<file path="config.mk">
export PLATFORM = sky130hd
export DESIGN_NAME = rational_number_alu_flat
export DESIGN_NICKNAME = d
export VERILOG_FILES = /design/src/sv/rna_pkg.sv /design/src/sv/rna_in_if.sv /design/src/sv/rna_out_if.sv /design/src/sv/rna_front.sv /design/src/sv/rna_queue.sv /design/src/sv/rna_back.sv /design/src/sv/rational_number_alu.sv /design/src/flat_wrapper.sv
export VERILOG_INCLUDE_DIRS = /design/src /design/src/sv
export SDC_FILE = /design/constraint.sdc
export NUM_CORES = 2
export LEC_CHECK = 0
export BUFFER_PORTS_ARGS = -buffer_cell sky130_fd_sc_hd__buf_2
export CAP_MARGIN = 0
export CORE_ASPECT_RATIO = 0.9
export CORE_MARGIN = 2
export CORE_UTILIZATION = 35
export CTS_BUF_LIST = sky130_fd_sc_hd__clkbuf_4 sky130_fd_sc_hd__clkbuf_8
export CTS_CLUSTER_DIAMETER = 40
export DETAILED_ROUTE_END_ITERATION = 12
export PLACE_DENSITY = 0.6
export SYNTH_ARGS = -nofsm -noshare
export SYNTH_HDL_FRONTEND = slang
export SYNTH_SLANG_ARGS = --single-unit
</file>
<file path="constraint.sdc">
create_clock -name clk -period 13.9 [get_ports clk]
set_input_delay 2.78 -clock clk [delete_from_list [all_inputs] [get_ports clk]]
set_output_delay 2.78 -clock clk [all_outputs]
set_load 0.005 [all_outputs]
</file>
<file path="src/sv/rational_number_alu_defines.svh">
// assertion macros for the rational number alu
`ifndef RATIONAL_NUMBER_ALU_DEFINES_SVH
`define RATIONAL_NUMBER_ALU_DEFINES_SVH

`ifndef SYNTH
// same-cycle implication, sampled on clk, off during reset
`define RNA_ASSERT_NOW(label, ante, cons, msg) \
	label: assert property (@(posedge clk) disable iff (!arst_n) (ante) |-> (cons)) \
		else $error(msg);
// next-cycle implication, sampled on clk, off during reset
`define RNA_ASSERT_NEXT(label, ante, cons, msg) \
	label: assert property (@(posedge clk) disable iff (!arst_n) (ante) |=> (cons)) \
		else $error(msg);
`else
`define RNA_ASSERT_NOW(label, ante, cons, msg)
`define RNA_ASSERT_NEXT(label, ante, cons, msg)
`endif

`endif

</file>
<file path="src/sv/rna_pkg.sv">
package rna_pkg;

	localparam int FIELD_W         = 16;
	localparam int FUNC_W          = 3;
	localparam int NUM_W           = 34;
	localparam int DEN_W           = 33;
	localparam int OPERAND_W_DEF   = 16;
	localparam int QUEUE_DEPTH_DEF = 2;

	// classified operation handed from front to back
	typedef enum logic [2:0] {
		OP_ADD,
		OP_SUB,
		OP_MUL,
		OP_DIV,
		OP_NEG,
		OP_CMP,
		OP_NONE,   // unused function code, plain 0/1
		OP_ZDEN    // zero denominator, 0/1 with flag
	} op_t;

	typedef struct packed {
		op_t  op;
		logic sa;  // sign of a after normalizing
		logic sb;  // sign of b after normalizing
	} cls_t;

	localparam int CLS_W = $bits(cls_t);

endpackage

</file>
<file path="src/sv/rna_in_if.sv">
interface rna_in_if import rna_pkg::*; ();
	logic                      valid;
	logic                      ready;
	logic [FUNC_W-1:0]         func;
	logic signed [FIELD_W-1:0] a_num;
	logic signed [FIELD_W-1:0] a_den;
	logic signed [FIELD_W-1:0] b_num;
	logic signed [FIELD_W-1:0] b_den;

	modport source (output valid, func, a_num, a_den, b_num, b_den, input ready);
	modport sink (input valid, func, a_num, a_den, b_num, b_den, output ready);
endinterface

</file>
<file path="src/sv/rna_out_if.sv">
interface rna_out_if import rna_pkg::*; ();
	logic                    valid;
	logic                    ready;
	logic signed [NUM_W-1:0] res_num;
	logic [DEN_W-1:0]        res_den;
	logic                    less;
	logic                    equal;
	logic                    zero_den;

	modport source (output valid, res_num, res_den, less, equal, zero_den, input ready);
	modport sink (input valid, res_num, res_den, less, equal, zero_den, output ready);
endinterface

</file>
<file path="src/sv/rna_front.sv">
module rna_front import rna_pkg::*; #(
	parameter int OPERAND_WIDTH = OPERAND_W_DEF
) (
	input  logic                     clk,
	input  logic                     arst_n,
	rna_in_if.sink                   operands,
	output logic                     valid_s1,
	input  logic                     ready,
	output cls_t                     cls_s1,
	output logic [OPERAND_WIDTH-1:0] ma_s1,
	output logic [OPERAND_WIDTH-1:0] da_s1,
	output logic [OPERAND_WIDTH-1:0] mb_s1,
	output logic [OPERAND_WIDTH-1:0] db_s1
);

	typedef enum logic [FUNC_W-1:0] {
		FN_ADD,
		FN_SUB,
		FN_MUL,
		FN_DIV,
		FN_NEG,
		FN_CMP
	} func_t;

	// sign and magnitude of a field read at OPERAND_WIDTH bits
	function automatic logic [OPERAND_WIDTH:0] split(input logic [FIELD_W-1:0] raw);
		logic [OPERAND_WIDTH+FIELD_W-1:0] ext;
		logic [OPERAND_WIDTH-1:0]         x;
		logic [OPERAND_WIDTH-1:0]         m;
		ext = (OPERAND_WIDTH+FIELD_W)'(raw);
		x   = ext[OPERAND_WIDTH-1:0];
		m   = x[OPERAND_WIDTH-1] ? (~x + 1'b1) : x;
		return {x[OPERAND_WIDTH-1], m};
	endfunction

	logic                     an_neg, ad_neg, bn_neg, bd_neg;
	logic [OPERAND_WIDTH-1:0] ma, da, mb, db;
	logic                     sa, sb, zd, take;
	op_t                      op_d;

	assign {an_neg, ma} = split($unsigned(operands.a_num));
	assign {ad_neg, da} = split($unsigned(operands.a_den));
	assign {bn_neg, mb} = split($unsigned(operands.b_num));
	assign {bd_neg, db} = split($unsigned(operands.b_den));

	assign sa = (an_neg != ad_neg) && (ma != '0);
	assign sb = (bn_neg != bd_neg) && (mb != '0);

	always_comb begin
		zd = (da == '0) || ((operands.func != FN_NEG) && (db == '0)) ||
		     ((operands.func == FN_DIV) && (mb == '0));
		unique case (operands.func)
			FN_ADD:  op_d = OP_ADD;
			FN_SUB:  op_d = OP_SUB;
			FN_MUL:  op_d = OP_MUL;
			FN_DIV:  op_d = OP_DIV;
			FN_NEG:  op_d = OP_NEG;
			FN_CMP:  op_d = OP_CMP;
			default: op_d = OP_NONE;
		endcase
		if ((op_d != OP_NONE) && zd) begin
			op_d = OP_ZDEN;
		end
	end

	assign operands.ready = !valid_s1 || ready;
	assign take           = operands.valid && operands.ready;

	always_ff @(posedge clk or negedge arst_n) begin
		if (!arst_n) begin
			valid_s1 <= 1'b0;
		end else if (operands.ready) begin
			valid_s1 <= operands.valid;
		end
	end

	always_ff @(posedge clk) begin
		if (take) begin
			cls_s1 <= '{op: op_d, sa: sa, sb: sb};
			ma_s1  <= ma;
			da_s1  <= da;
			mb_s1  <= mb;
			db_s1  <= db;
		end
	end

endmodule

</file>
<file path="src/sv/rna_queue.sv">
module rna_queue import rna_pkg::*; #(
	parameter int DATA_W = 8,
	parameter int DEPTH  = QUEUE_DEPTH_DEF
) (
	input  logic              clk,
	input  logic              arst_n,
	input  logic              push_valid,
	output logic              push_ready,
	input  logic [DATA_W-1:0] push_data,
	output logic              pop_valid,
	input  logic              pop_ready,
	output logic [DATA_W-1:0] pop_data
);

	localparam int PTR_W = (DEPTH > 1) ? $clog2(DEPTH) : 1;
	localparam int CNT_W = $clog2(DEPTH + 1);

	logic [DATA_W-1:0] slot_q [DEPTH];
	logic [PTR_W-1:0]  wr_ptr_q, rd_ptr_q;
	logic [CNT_W-1:0]  count_q;
	logic              push, pop;

	function automatic logic [PTR_W-1:0] bump(input logic [PTR_W-1:0] p);
		return (p == PTR_W'(DEPTH - 1)) ? '0 : p + 1'b1;
	endfunction

	assign push_ready = (count_q != CNT_W'(DEPTH));
	assign pop_valid  = (count_q != '0);
	assign pop_data   = slot_q[rd_ptr_q];
	assign push       = push_valid && push_ready;
	assign pop        = pop_valid && pop_ready;

	always_ff @(posedge clk or negedge arst_n) begin
		if (!arst_n) begin
			wr_ptr_q <= '0;
			rd_ptr_q <= '0;
			count_q  <= '0;
		end else begin
			if (push) begin
				wr_ptr_q <= bump(wr_ptr_q);
			end
			if (pop) begin
				rd_ptr_q <= bump(rd_ptr_q);
			end
			if (push && !pop) begin
				count_q <= count_q + 1'b1;
			end else if (pop && !push) begin
				count_q <= count_q - 1'b1;
			end
		end
	end

	always_ff @(posedge clk) begin
		if (push) begin
			slot_q[wr_ptr_q] <= push_data;
		end
	end

endmodule

</file>
<file path="src/sv/rna_back.sv">
module rna_back import rna_pkg::*; #(
	parameter int OPERAND_WIDTH = OPERAND_W_DEF
) (
	input  logic                     clk,
	input  logic                     arst_n,
	input  logic                     valid,
	output logic                     ready,
	input  cls_t                     cls,
	input  logic [OPERAND_WIDTH-1:0] ma,
	input  logic [OPERAND_WIDTH-1:0] da,
	input  logic [OPERAND_WIDTH-1:0] mb,
	input  logic [OPERAND_WIDTH-1:0] db,
	rna_out_if.source                result
);

	localparam int W   = OPERAND_WIDTH;
	localparam int PW  = 2 * W;
	localparam int N   = 2 * W + 1;
	localparam int KW  = $clog2(N);
	localparam int DCW = $clog2(N);

	typedef enum logic [2:0] {
		ST_IDLE,
		ST_MUL,
		ST_COMB,
		ST_GCD,
		ST_DIV,
		ST_FIN
	} state_t;

	state_t           state_q;
	op_t              op_q;
	logic             sa_q, sb_q;
	logic [W-1:0]     ma_q, da_q, mb_q, db_q;
	logic [1:0]       step_q;
	logic [PW-1:0]    p0_q, p1_q, p2_q;
	logic             neg_q, lt_q, eq_q, zd_q;
	logic [N-1:0]     nm_q, dn_q, gx_q, gy_q, g_q;
	logic [KW-1:0]    k_q;
	logic [N-1:0]     qn_q, qd_q, rn_q, rd_q;
	logic [DCW-1:0]   cnt_q;
	logic             out_valid_q;
	logic [NUM_W-1:0] res_num_q;
	logic [DEN_W-1:0] res_den_q;
	logic             less_q, equal_q, zden_q;

	// shared multiplier
	logic [W-1:0]  mul_a, mul_b;
	logic [PW-1:0] prod;
	logic [1:0]    last_step;

	always_comb begin
		case (step_q)
			2'd0: begin
				mul_a = ma_q;
				mul_b = (op_q == OP_MUL) ? mb_q : db_q;
			end
			2'd1: begin
				mul_a = (op_q == OP_MUL) ? da_q : mb_q;
				mul_b = (op_q == OP_MUL) ? db_q : da_q;
			end
			default: begin
				mul_a = da_q;
				mul_b = db_q;
			end
		endcase
	end

	assign prod      = PW'(mul_a) * PW'(mul_b);
	assign last_step = ((op_q == OP_ADD) || (op_q == OP_SUB)) ? 2'd2 : 2'd1;

	// combine products into signed numerator, denominator and flags
	logic [N-1:0] p_ext, q_ext, s_mag, c_mag, c_den;
	logic         q_neg, s_neg, c_neg, c_lt, c_eq, c_zd;

	always_comb begin
		p_ext = N'(p0_q);
		q_ext = N'(p1_q);
		q_neg = (op_q == OP_SUB) ? !sb_q : sb_q;
		if (p1_q == '0) begin
			q_neg = 1'b0;
		end
		if (sa_q == q_neg) begin
			s_neg = sa_q;
			s_mag = p_ext + q_ext;
		end else if (p_ext >= q_ext) begin
			s_neg = sa_q;
			s_mag = p_ext - q_ext;
		end else begin
			s_neg = q_neg;
			s_mag = q_ext - p_ext;
		end
		if (s_mag == '0) begin
			s_neg = 1'b0;
		end
		c_neg = 1'b0;
		c_mag = '0;
		c_den = N'(1);
		c_lt  = 1'b0;
		c_eq  = 1'b0;
		c_zd  = 1'b0;
		unique case (op_q) inside
			OP_ADD, OP_SUB: begin
				c_neg = s_neg;
				c_mag = s_mag;
				c_den = N'(p2_q);
			end
			OP_MUL, OP_DIV: begin
				c_neg = sa_q ^ sb_q;
				c_mag = p_ext;
				c_den = q_ext;
			end
			OP_NEG: begin
				c_neg = !sa_q;
				c_mag = N'(ma_q);
				c_den = N'(da_q);
			end
			OP_CMP: begin
				c_eq = (sa_q == sb_q) && (p0_q == p1_q);
				if (sa_q != sb_q) begin
					c_lt = sa_q;
				end else if (sa_q) begin
					c_lt = p0_q > p1_q;
				end else begin
					c_lt = p0_q < p1_q;
				end
			end
			OP_ZDEN: begin
				c_zd = 1'b1;
			end
			default: begin
				c_zd = 1'b0;
			end
		endcase
	end

	// one binary gcd iteration
	logic [N-1:0]  gx_d, gy_d, g_d;
	logic [KW-1:0] k_d;
	logic          gcd_done;

	always_comb begin
		gx_d = gx_q;
		gy_d = gy_q;
		k_d  = k_q;
		if (!gx_q[0] && !gy_q[0]) begin
			gx_d = gx_q >> 1;
			gy_d = gy_q >> 1;
			k_d  = k_q + 1'b1;
		end else if (!gx_q[0]) begin
			gx_d = gx_q >> 1;
		end else if (!gy_q[0]) begin
			gy_d = gy_q >> 1;
		end else if (gx_q >= gy_q) begin
			gx_d = (gx_q - gy_q) >> 1;
		end else begin
			gy_d = (gy_q - gx_q) >> 1;
		end
	end

	assign gcd_done = (gx_q == '0) || (gy_q == '0);
	assign g_d      = (gx_q | gy_q) << k_q;

	// two restoring dividers sharing the divisor, one bit a cycle
	logic [N:0]   tn, td;
	logic [N-1:0] rn_d, rd_d;
	logic         bn, bd;

	always_comb begin
		tn = {rn_q, qn_q[N-1]};
		td = {rd_q, qd_q[N-1]};
		bn = (tn >= {1'b0, g_q});
		bd = (td >= {1'b0, g_q});
		rn_d = bn ? N'(tn - {1'b0, g_q}) : tn[N-1:0];
		rd_d = bd ? N'(td - {1'b0, g_q}) : td[N-1:0];
	end

	// signed output forms, truncated to the port widths
	logic [N+NUM_W-1:0] num_x, num_s;
	logic [N+DEN_W-1:0] den_x;
	logic               out_free, out_load;

	assign num_x    = (N+NUM_W)'(qn_q);
	assign num_s    = neg_q ? (~num_x + 1'b1) : num_x;
	assign den_x    = (N+DEN_W)'(qd_q);
	assign out_free = !out_valid_q || result.ready;
	assign out_load = (state_q == ST_FIN) && out_free;
	assign ready    = (state_q == ST_IDLE);

	always_ff @(posedge clk or negedge arst_n) begin
		if (!arst_n) begin
			state_q     <= ST_IDLE;
			op_q        <= OP_NONE;
			sa_q        <= 1'b0;
			sb_q        <= 1'b0;
			ma_q        <= '0;
			da_q        <= '0;
			mb_q        <= '0;
			db_q        <= '0;
			step_q      <= '0;
			p0_q        <= '0;
			p1_q        <= '0;
			p2_q        <= '0;
			neg_q       <= 1'b0;
			lt_q        <= 1'b0;
			eq_q        <= 1'b0;
			zd_q        <= 1'b0;
			nm_q        <= '0;
			dn_q        <= '0;
			gx_q        <= '0;
			gy_q        <= '0;
			g_q         <= '0;
			k_q         <= '0;
			qn_q        <= '0;
			qd_q        <= '0;
			rn_q        <= '0;
			rd_q        <= '0;
			cnt_q       <= '0;
			out_valid_q <= 1'b0;
			res_num_q   <= '0;
			res_den_q   <= '0;
			less_q      <= 1'b0;
			equal_q     <= 1'b0;
			zden_q      <= 1'b0;
		end else begin
			if (out_valid_q && result.ready && !out_load) begin
				out_valid_q <= 1'b0;
			end
			unique case (state_q)
				ST_IDLE: begin
					if (valid) begin
						op_q   <= cls.op;
						sa_q   <= cls.sa;
						sb_q   <= cls.sb;
						ma_q   <= ma;
						da_q   <= da;
						mb_q   <= mb;
						db_q   <= db;
						step_q <= '0;
						if ((cls.op == OP_NEG) || (cls.op == OP_NONE) ||
						    (cls.op == OP_ZDEN)) begin
							state_q <= ST_COMB;
						end else begin
							state_q <= ST_MUL;
						end
					end
				end
				ST_MUL: begin
					case (step_q)
						2'd0:    p0_q <= prod;
						2'd1:    p1_q <= prod;
						default: p2_q <= prod;
					endcase
					step_q <= step_q + 1'b1;
					if (step_q == last_step) begin
						state_q <= ST_COMB;
					end
				end
				ST_COMB: begin
					lt_q <= c_lt;
					eq_q <= c_eq;
					zd_q <= c_zd;
					if ((c_mag == '0) || (c_den == '0)) begin
						neg_q   <= 1'b0;
						qn_q    <= '0;
						qd_q    <= N'(1);
						state_q <= ST_FIN;
					end else begin
						neg_q   <= c_neg;
						nm_q    <= c_mag;
						dn_q    <= c_den;
						gx_q    <= c_mag;
						gy_q    <= c_den;
						k_q     <= '0;
						state_q <= ST_GCD;
					end
				end
				ST_GCD: begin
					if (gcd_done) begin
						g_q     <= g_d;
						qn_q    <= nm_q;
						qd_q    <= dn_q;
						rn_q    <= '0;
						rd_q    <= '0;
						cnt_q   <= DCW'(N - 1);
						state_q <= ST_DIV;
					end else begin
						gx_q <= gx_d;
						gy_q <= gy_d;
						k_q  <= k_d;
					end
				end
				ST_DIV: begin
					rn_q  <= rn_d;
					rd_q  <= rd_d;
					qn_q  <= {qn_q[N-2:0], bn};
					qd_q  <= {qd_q[N-2:0], bd};
					cnt_q <= cnt_q - 1'b1;
					if (cnt_q == '0) begin
						state_q <= ST_FIN;
					end
				end
				ST_FIN: begin
					if (out_free) begin
						out_valid_q <= 1'b1;
						res_num_q   <= num_s[NUM_W-1:0];
						res_den_q   <= den_x[DEN_W-1:0];
						less_q      <= lt_q;
						equal_q     <= eq_q;
						zden_q      <= zd_q;
						state_q     <= ST_IDLE;
					end
				end
				default: begin
					state_q <= ST_IDLE;
				end
			endcase
		end
	end

	assign result.valid    = out_valid_q;
	assign result.res_num  = $signed(res_num_q);
	assign result.res_den  = res_den_q;
	assign result.less     = less_q;
	assign result.equal    = equal_q;
	assign result.zero_den = zden_q;

endmodule

</file>
<file path="src/sv/rational_number_alu.sv">
// rational number alu: add, subtract, multiply, divide, negate or compare two
// signed fractions a = a_num/a_den and b = b_num/b_den.
// operands channel: valid/ready transaction carrying func and the four fields,
// read as two's complement at OPERAND_WIDTH bits.
// result channel: valid/ready transaction carrying the reduced res_num/res_den
// (denominator positive, sign on the numerator), less, equal and zero_den.
// the back end loads a transaction, runs two multiplies (three for add and
// subtract; none for negate, unused codes or zero denominators), combines, then
// runs binary gcd iterations (at most about 2*(2*OPERAND_WIDTH+1)) and
// 2*OPERAND_WIDTH+1 divide steps before the output register; compare, zero
// results and zero denominators skip the gcd and the divide.
// throughput is one transaction per back-end run, set by the one-iteration-
// a-cycle gcd loop followed by the bit-serial divider pair.
// the front stage and the queue keep taking operands while the back end works,
// so up to QUEUE_DEPTH + 1 transactions wait ahead of it.
// a finished result sits in the output register; the back end starts the next
// transaction as soon as that register is loaded, and waits only when a second
// result is ready while the receiver still stalls the first.
// reset empties the front stage, the queue and the output register.
`include "rational_number_alu_defines.svh"

module rational_number_alu import rna_pkg::*; #(
	parameter int OPERAND_WIDTH = OPERAND_W_DEF,
	parameter int QUEUE_DEPTH   = QUEUE_DEPTH_DEF
) (
	input  logic      clk,
	input  logic      arst_n,
	rna_in_if.sink    operands,
	rna_out_if.source result
);

	localparam int ENTRY_W = CLS_W + 4 * OPERAND_WIDTH;

	// front stage outputs
	logic                     front_valid, front_ready;
	cls_t                     front_cls;
	logic [OPERAND_WIDTH-1:0] front_ma, front_da, front_mb, front_db;

	// queue to back end
	logic                     back_valid, back_ready;
	logic [ENTRY_W-1:0]       push_data, pop_data;
	cls_t                     back_cls;
	logic [OPERAND_WIDTH-1:0] back_ma, back_da, back_mb, back_db;

	// classify and normalize signs
	rna_front #(
		.OPERAND_WIDTH (OPERAND_WIDTH)
	) u_front (
		.clk      (clk),
		.arst_n   (arst_n),
		.operands (operands),
		.valid_s1 (front_valid),
		.ready    (front_ready),
		.cls_s1   (front_cls),
		.ma_s1    (front_ma),
		.da_s1    (front_da),
		.mb_s1    (front_mb),
		.db_s1    (front_db)
	);

	assign push_data = {front_cls, front_ma, front_da, front_mb, front_db};

	// decouples the front stage from the long back-end run
	rna_queue #(
		.DATA_W (ENTRY_W),
		.DEPTH  (QUEUE_DEPTH)
	) u_queue (
		.clk        (clk),
		.arst_n     (arst_n),
		.push_valid (front_valid),
		.push_ready (front_ready),
		.push_data  (push_data),
		.pop_valid  (back_valid),
		.pop_ready  (back_ready),
		.pop_data   (pop_data)
	);

	assign {back_cls, back_ma, back_da, back_mb, back_db} = pop_data;

	// products, gcd reduction and output register
	rna_back #(
		.OPERAND_WIDTH (OPERAND_WIDTH)
	) u_back (
		.clk    (clk),
		.arst_n (arst_n),
		.valid  (back_valid),
		.ready  (back_ready),
		.cls    (back_cls),
		.ma     (back_ma),
		.da     (back_da),
		.mb     (back_mb),
		.db     (back_db),
		.result (result)
	);

	// an accepted transaction lands in the front stage
	`RNA_ASSERT_NEXT(a_front_load, operands.valid && operands.ready, front_valid, "front stage lost a transaction")
	// compare flags come only with a plain 0/1 result and no zero denominator
	`RNA_ASSERT_NOW(a_cmp_shape, result.valid && (result.less || result.equal), (result.res_num == '0) && (result.res_den == DEN_W'(1)) && !result.zero_den && !(result.less && result.equal), "bad compare result")
	// a zero denominator forces 0/1
	`RNA_ASSERT_NOW(a_zden_shape, result.valid && result.zero_den, (result.res_num == '0) && (result.res_den == DEN_W'(1)), "zero denominator result not 0/1")
	// reduced denominator stays positive while it fits the port
	`RNA_ASSERT_NOW(a_den_pos, result.valid && (OPERAND_WIDTH <= 16), result.res_den != '0, "zero result denominator")

endmodule
</file>
<file path="src/flat_wrapper.sv">
// flat-port wrapper written by rule: the top's interface ports become plain ports
module rational_number_alu_flat import rna_pkg::*;
#(
	parameter int OPERAND_WIDTH = OPERAND_W_DEF,
	parameter int QUEUE_DEPTH   = QUEUE_DEPTH_DEF
)
  (clk, arst_n, operands_valid, operands_func, operands_a_num, operands_a_den, operands_b_num, operands_b_den, operands_ready, result_valid, result_res_num, result_res_den, result_less, result_equal, result_zero_den, result_ready);
  rna_in_if operands_i ();
  rna_out_if result_i ();
  input  logic clk;
  input  logic arst_n;
  input wire logic [$bits(operands_i.valid)-1:0] operands_valid;
  input wire logic [$bits(operands_i.func)-1:0] operands_func;
  input wire logic [$bits(operands_i.a_num)-1:0] operands_a_num;
  input wire logic [$bits(operands_i.a_den)-1:0] operands_a_den;
  input wire logic [$bits(operands_i.b_num)-1:0] operands_b_num;
  input wire logic [$bits(operands_i.b_den)-1:0] operands_b_den;
  output wire logic [$bits(operands_i.ready)-1:0] operands_ready;
  output wire logic [$bits(result_i.valid)-1:0] result_valid;
  output wire logic [$bits(result_i.res_num)-1:0] result_res_num;
  output wire logic [$bits(result_i.res_den)-1:0] result_res_den;
  output wire logic [$bits(result_i.less)-1:0] result_less;
  output wire logic [$bits(result_i.equal)-1:0] result_equal;
  output wire logic [$bits(result_i.zero_den)-1:0] result_zero_den;
  input wire logic [$bits(result_i.ready)-1:0] result_ready;
  assign operands_i.valid = operands_valid;
  assign operands_i.func = operands_func;
  assign operands_i.a_num = operands_a_num;
  assign operands_i.a_den = operands_a_den;
  assign operands_i.b_num = operands_b_num;
  assign operands_i.b_den = operands_b_den;
  assign operands_ready = operands_i.ready;
  assign result_valid = result_i.valid;
  assign result_res_num = result_i.res_num;
  assign result_res_den = result_i.res_den;
  assign result_less = result_i.less;
  assign result_equal = result_i.equal;
  assign result_zero_den = result_i.zero_den;
  assign result_i.ready = result_ready;
  rational_number_alu #(.OPERAND_WIDTH(OPERAND_WIDTH), .QUEUE_DEPTH(QUEUE_DEPTH)) u_core (.clk(clk), .arst_n(arst_n), .operands(operands_i), .result(result_i));
endmodule
</file>
==> out/metrics.yaml <==
place:
  hpwl_mm: 142.5
  io_buffer_count: 142
  placed_cell_area_sq_um: 58840
  place_congestion: 0.9867
  dp_cells: 8070
drt:
  drt_iter0_markers: 3916
  viasPerCell: 5.521
  routedWlPerCell_microns: 22.48
  drc: 0
  wl_mm: 187.3
  num_vias: 46000
  drtAntennaViolNets: 0
  first_pass_iters: 6
clock_tree:
  clock-root-buffer: "clkbuf_8"
  cts.clk_slew.worst_paths_ps: 60
  post_cts_resized: 0
  insertion_delay_ps: 910
  postCtsSetupBuffers: 0
  cts.sinks: 764
  ctsHoldBuffers: 0
  htree_levels: 4
  tritoncts: "yes"
  cts-buffers-inserted: 145
  cts_buffer_depth: 3
layout:
  utilization_pct: 39.00
  area_growth_pct: 10.82
  nets: 6748
  drive_above_1_share_pct: 11.68
  finalNonFillerCells: 8332
  fin_area_sq_um: 62130
logic_synthesis:
  syn_inst: 6062
  yosys_warnings: 0
  synth-async-reset-ratio_pct: 72.91
  ys_seq_area_share_pct: 35.95
  synth_cell_type_count: 94
  netlist_area_sq_um: 56070
  yosysTopAreaCell: "dfrtp_1"
  synth_most_common_cell: "nand2_1"
  synth_top_area_share_pct: 24.77
  synthFlopType: "dfrtp_1"
  avgSynthCellArea_sq_um: 9.249
  synth_area_leaders: "dfrtp_1, edfxtp_1, ha_1, fa_1, nand2_1"
  synth_edf_count: 207
  postSynthRegisterBits: 764
  netlist_top_cells_count: "nand2_1, dfrtp_1, nor2_1, inv_1, a21oi_1"
  synth_nets: 6708
global_route:
  grt_start_max_net_pins: 98
  grt_util_all_layers_pct: 22.58
  grt_overflow: 0
  first_global_vias: 45170
  antenna_found_initial: 6
  grt_pass1_wl_mm: 282.7
flow_run:
  max-cap-violations: 0
min_path:
  hp-class: "register to register"
  whs_path_depth: 0
run_status:
  outcome: "finished, final reports clean"
critical_path:
  critical-path-max-stage-delay_ps: 800
  cp-end-kind: "register"
  arrival_ps: 10240
  crit_path_frequent_cell: "fa_1"
  rr_worst_depth: 32
  cpMaxStageDelayCell: "dfstp_2"
  startpoint_type: "register"
  cp_max_fo: 32
  crit_type: "register to register"
  crit_required_ps: 14620
timing:
  setup_viol: 0
  layout_min_cycle_time_ps: 9526
  fin_crit_sh_pct: 68.54
  worst_pin_slew_ps: 1232
  slew_violations: 0
  fin_skew_ps: 65.16
  max_slew_margin_pct: 15.49
  max_freq_ghz: 0.1050
  rsz0062_at_grt: "false"
  hold_violations: 0
  fin_tns_setup_ps: 0
floorplanning:
  start_util_pct: 35.19
  io_pins: 143
  die_w_microns: 425.9
  die_h_microns: 383.7
  die_area_sq_um: 163400
  num_rows: 139
  core_area_sq_um: 159300
-- worst max-delay path, delay by kind of cell, from the launching register on --
family	cells	cell delay (ps)
XOR/XNOR	1	220
flip-flops	1	800
AND/OR/NAND/NOR	6	940
buffers and inverters	4	630
adder cells (fa/ha/maj)	7	3290
multiplexers	1	120
AO/OA/AOI/OAI	13	3340
-- final timing paths --
| check | startpoint | end | slack [ps] |
|---|---|---|---|
| max | u_core.u_back.op_q[2] | u_core.u_back.p2_q[30] | 4370 |
| max reg2reg | u_core.u_back.op_q[2] | u_core.u_back.p2_q[30] | 4370 |
| min | u_core.u_front.db_s1[4] | u_core.u_queue.slot_q[1][4] | 440 |
| min reg2reg | u_core.u_front.db_s1[4] | u_core.u_queue.slot_q[1][4] | 440 |
| min in group asynchronous | arst_n | u_core.u_back.rd_q[20] | 1900 |
| max in group asynchronous | arst_n | u_core.u_back.p1_q[0] | 9130 |
-- kinds of logic after synthesis --
logic type / count (synthesis) / share of synthesized area [%]
simple gates: 1800 / 14.46
xor+xnor: 257 / 4.015
compound gates: 1514 / 17.79
fa+ha+maj: 575 / 15.52
flops: 764 / 35.95
mux: 316 / 6.441
buf+inv: 836 / 5.825
-- routing by layer --
layer / vias to the layer above / track usage, % / routed length [microns]
met1: 22730 / 29.42 / 79620
met3: 352 / 3.511 / 11430
met5: - / 0 / 33
met2: 1577 / 36.89 / 87470
met4: 4 / 10.22 / 8772
li1: 21340 / - / -
-- placed cells by master, fill, tap and decap left out, drive strengths merged, types with 70 or more instances in the layout --
cell type / synthesis / final
nor4: 74 / 74
xnor2: 174 / 174
edfxtp: 207 / 207
o22ai: 88 / 88
inv: 498 / 504
xor2: 83 / 83
clkbuf: 255 / 212
dfrtp: 555 / 555
fa: 201 / 201
o21ai: 394 / 394
nor2: 506 / 506
mux2: 117 / 117
a21oi: 423 / 423
buf: 78 / 226
nand2b: 70 / 70
nand3: 80 / 80
mux2i: 180 / 180
nor3: 88 / 88
ha: 374 / 374
nand2: 725 / 725
-- sequential cells by signal, indices dropped and copies added (netlist names), 16 cells and up --
name and cells:
u_core.u_back.da_q 16, u_core.u_back.db_q 16, u_core.u_back.dn_q 32, u_core.u_back.g_q 33
u_core.u_back.gx_q 33, u_core.u_back.gy_q 32, u_core.u_back.ma_q 16, u_core.u_back.mb_q 16
u_core.u_back.nm_q 33, u_core.u_back.p0_q 32, u_core.u_back.p1_q 32, u_core.u_back.p2_q 32
u_core.u_back.qd_q 33, u_core.u_back.qn_q 33, u_core.u_back.rd_q 33, u_core.u_back.result.res_den 33
u_core.u_back.result.res_num 34, u_core.u_back.rn_q 33, u_core.u_front.da_s1 16, u_core.u_front.db_s1 16
u_core.u_front.ma_s1 16, u_core.u_front.mb_s1 16, u_core.u_queue.slot_q 138
-- stage by stage --
| stage | hold WS, ps | setup slack, ps |
|---|---|---|
| floorplan | 421.5 | 4999 |
| global placement | 422.6 | 4582 |
| detailed placement | 429.6 | 4445 |
| CTS | 438.3 | 4412 |
| global route | 445.4 | 3621 |
| finish | 439.0 | 4374 |
-- area by class of cell --
type                       instances  area [sq um]
inverter                         503          1888
clock inverter                    47         564.3
antenna                            3         7.507
clock buffer                     212          2724
timing repair buffer             226          1351
multi-input combinational       4462         32790
fill                           16070         97180
tap                             2115          2646
sequential                       764         20160
Power is not shown: default switching activity piles up to over one toggle a cycle in this logic, so the estimate is an artifact.
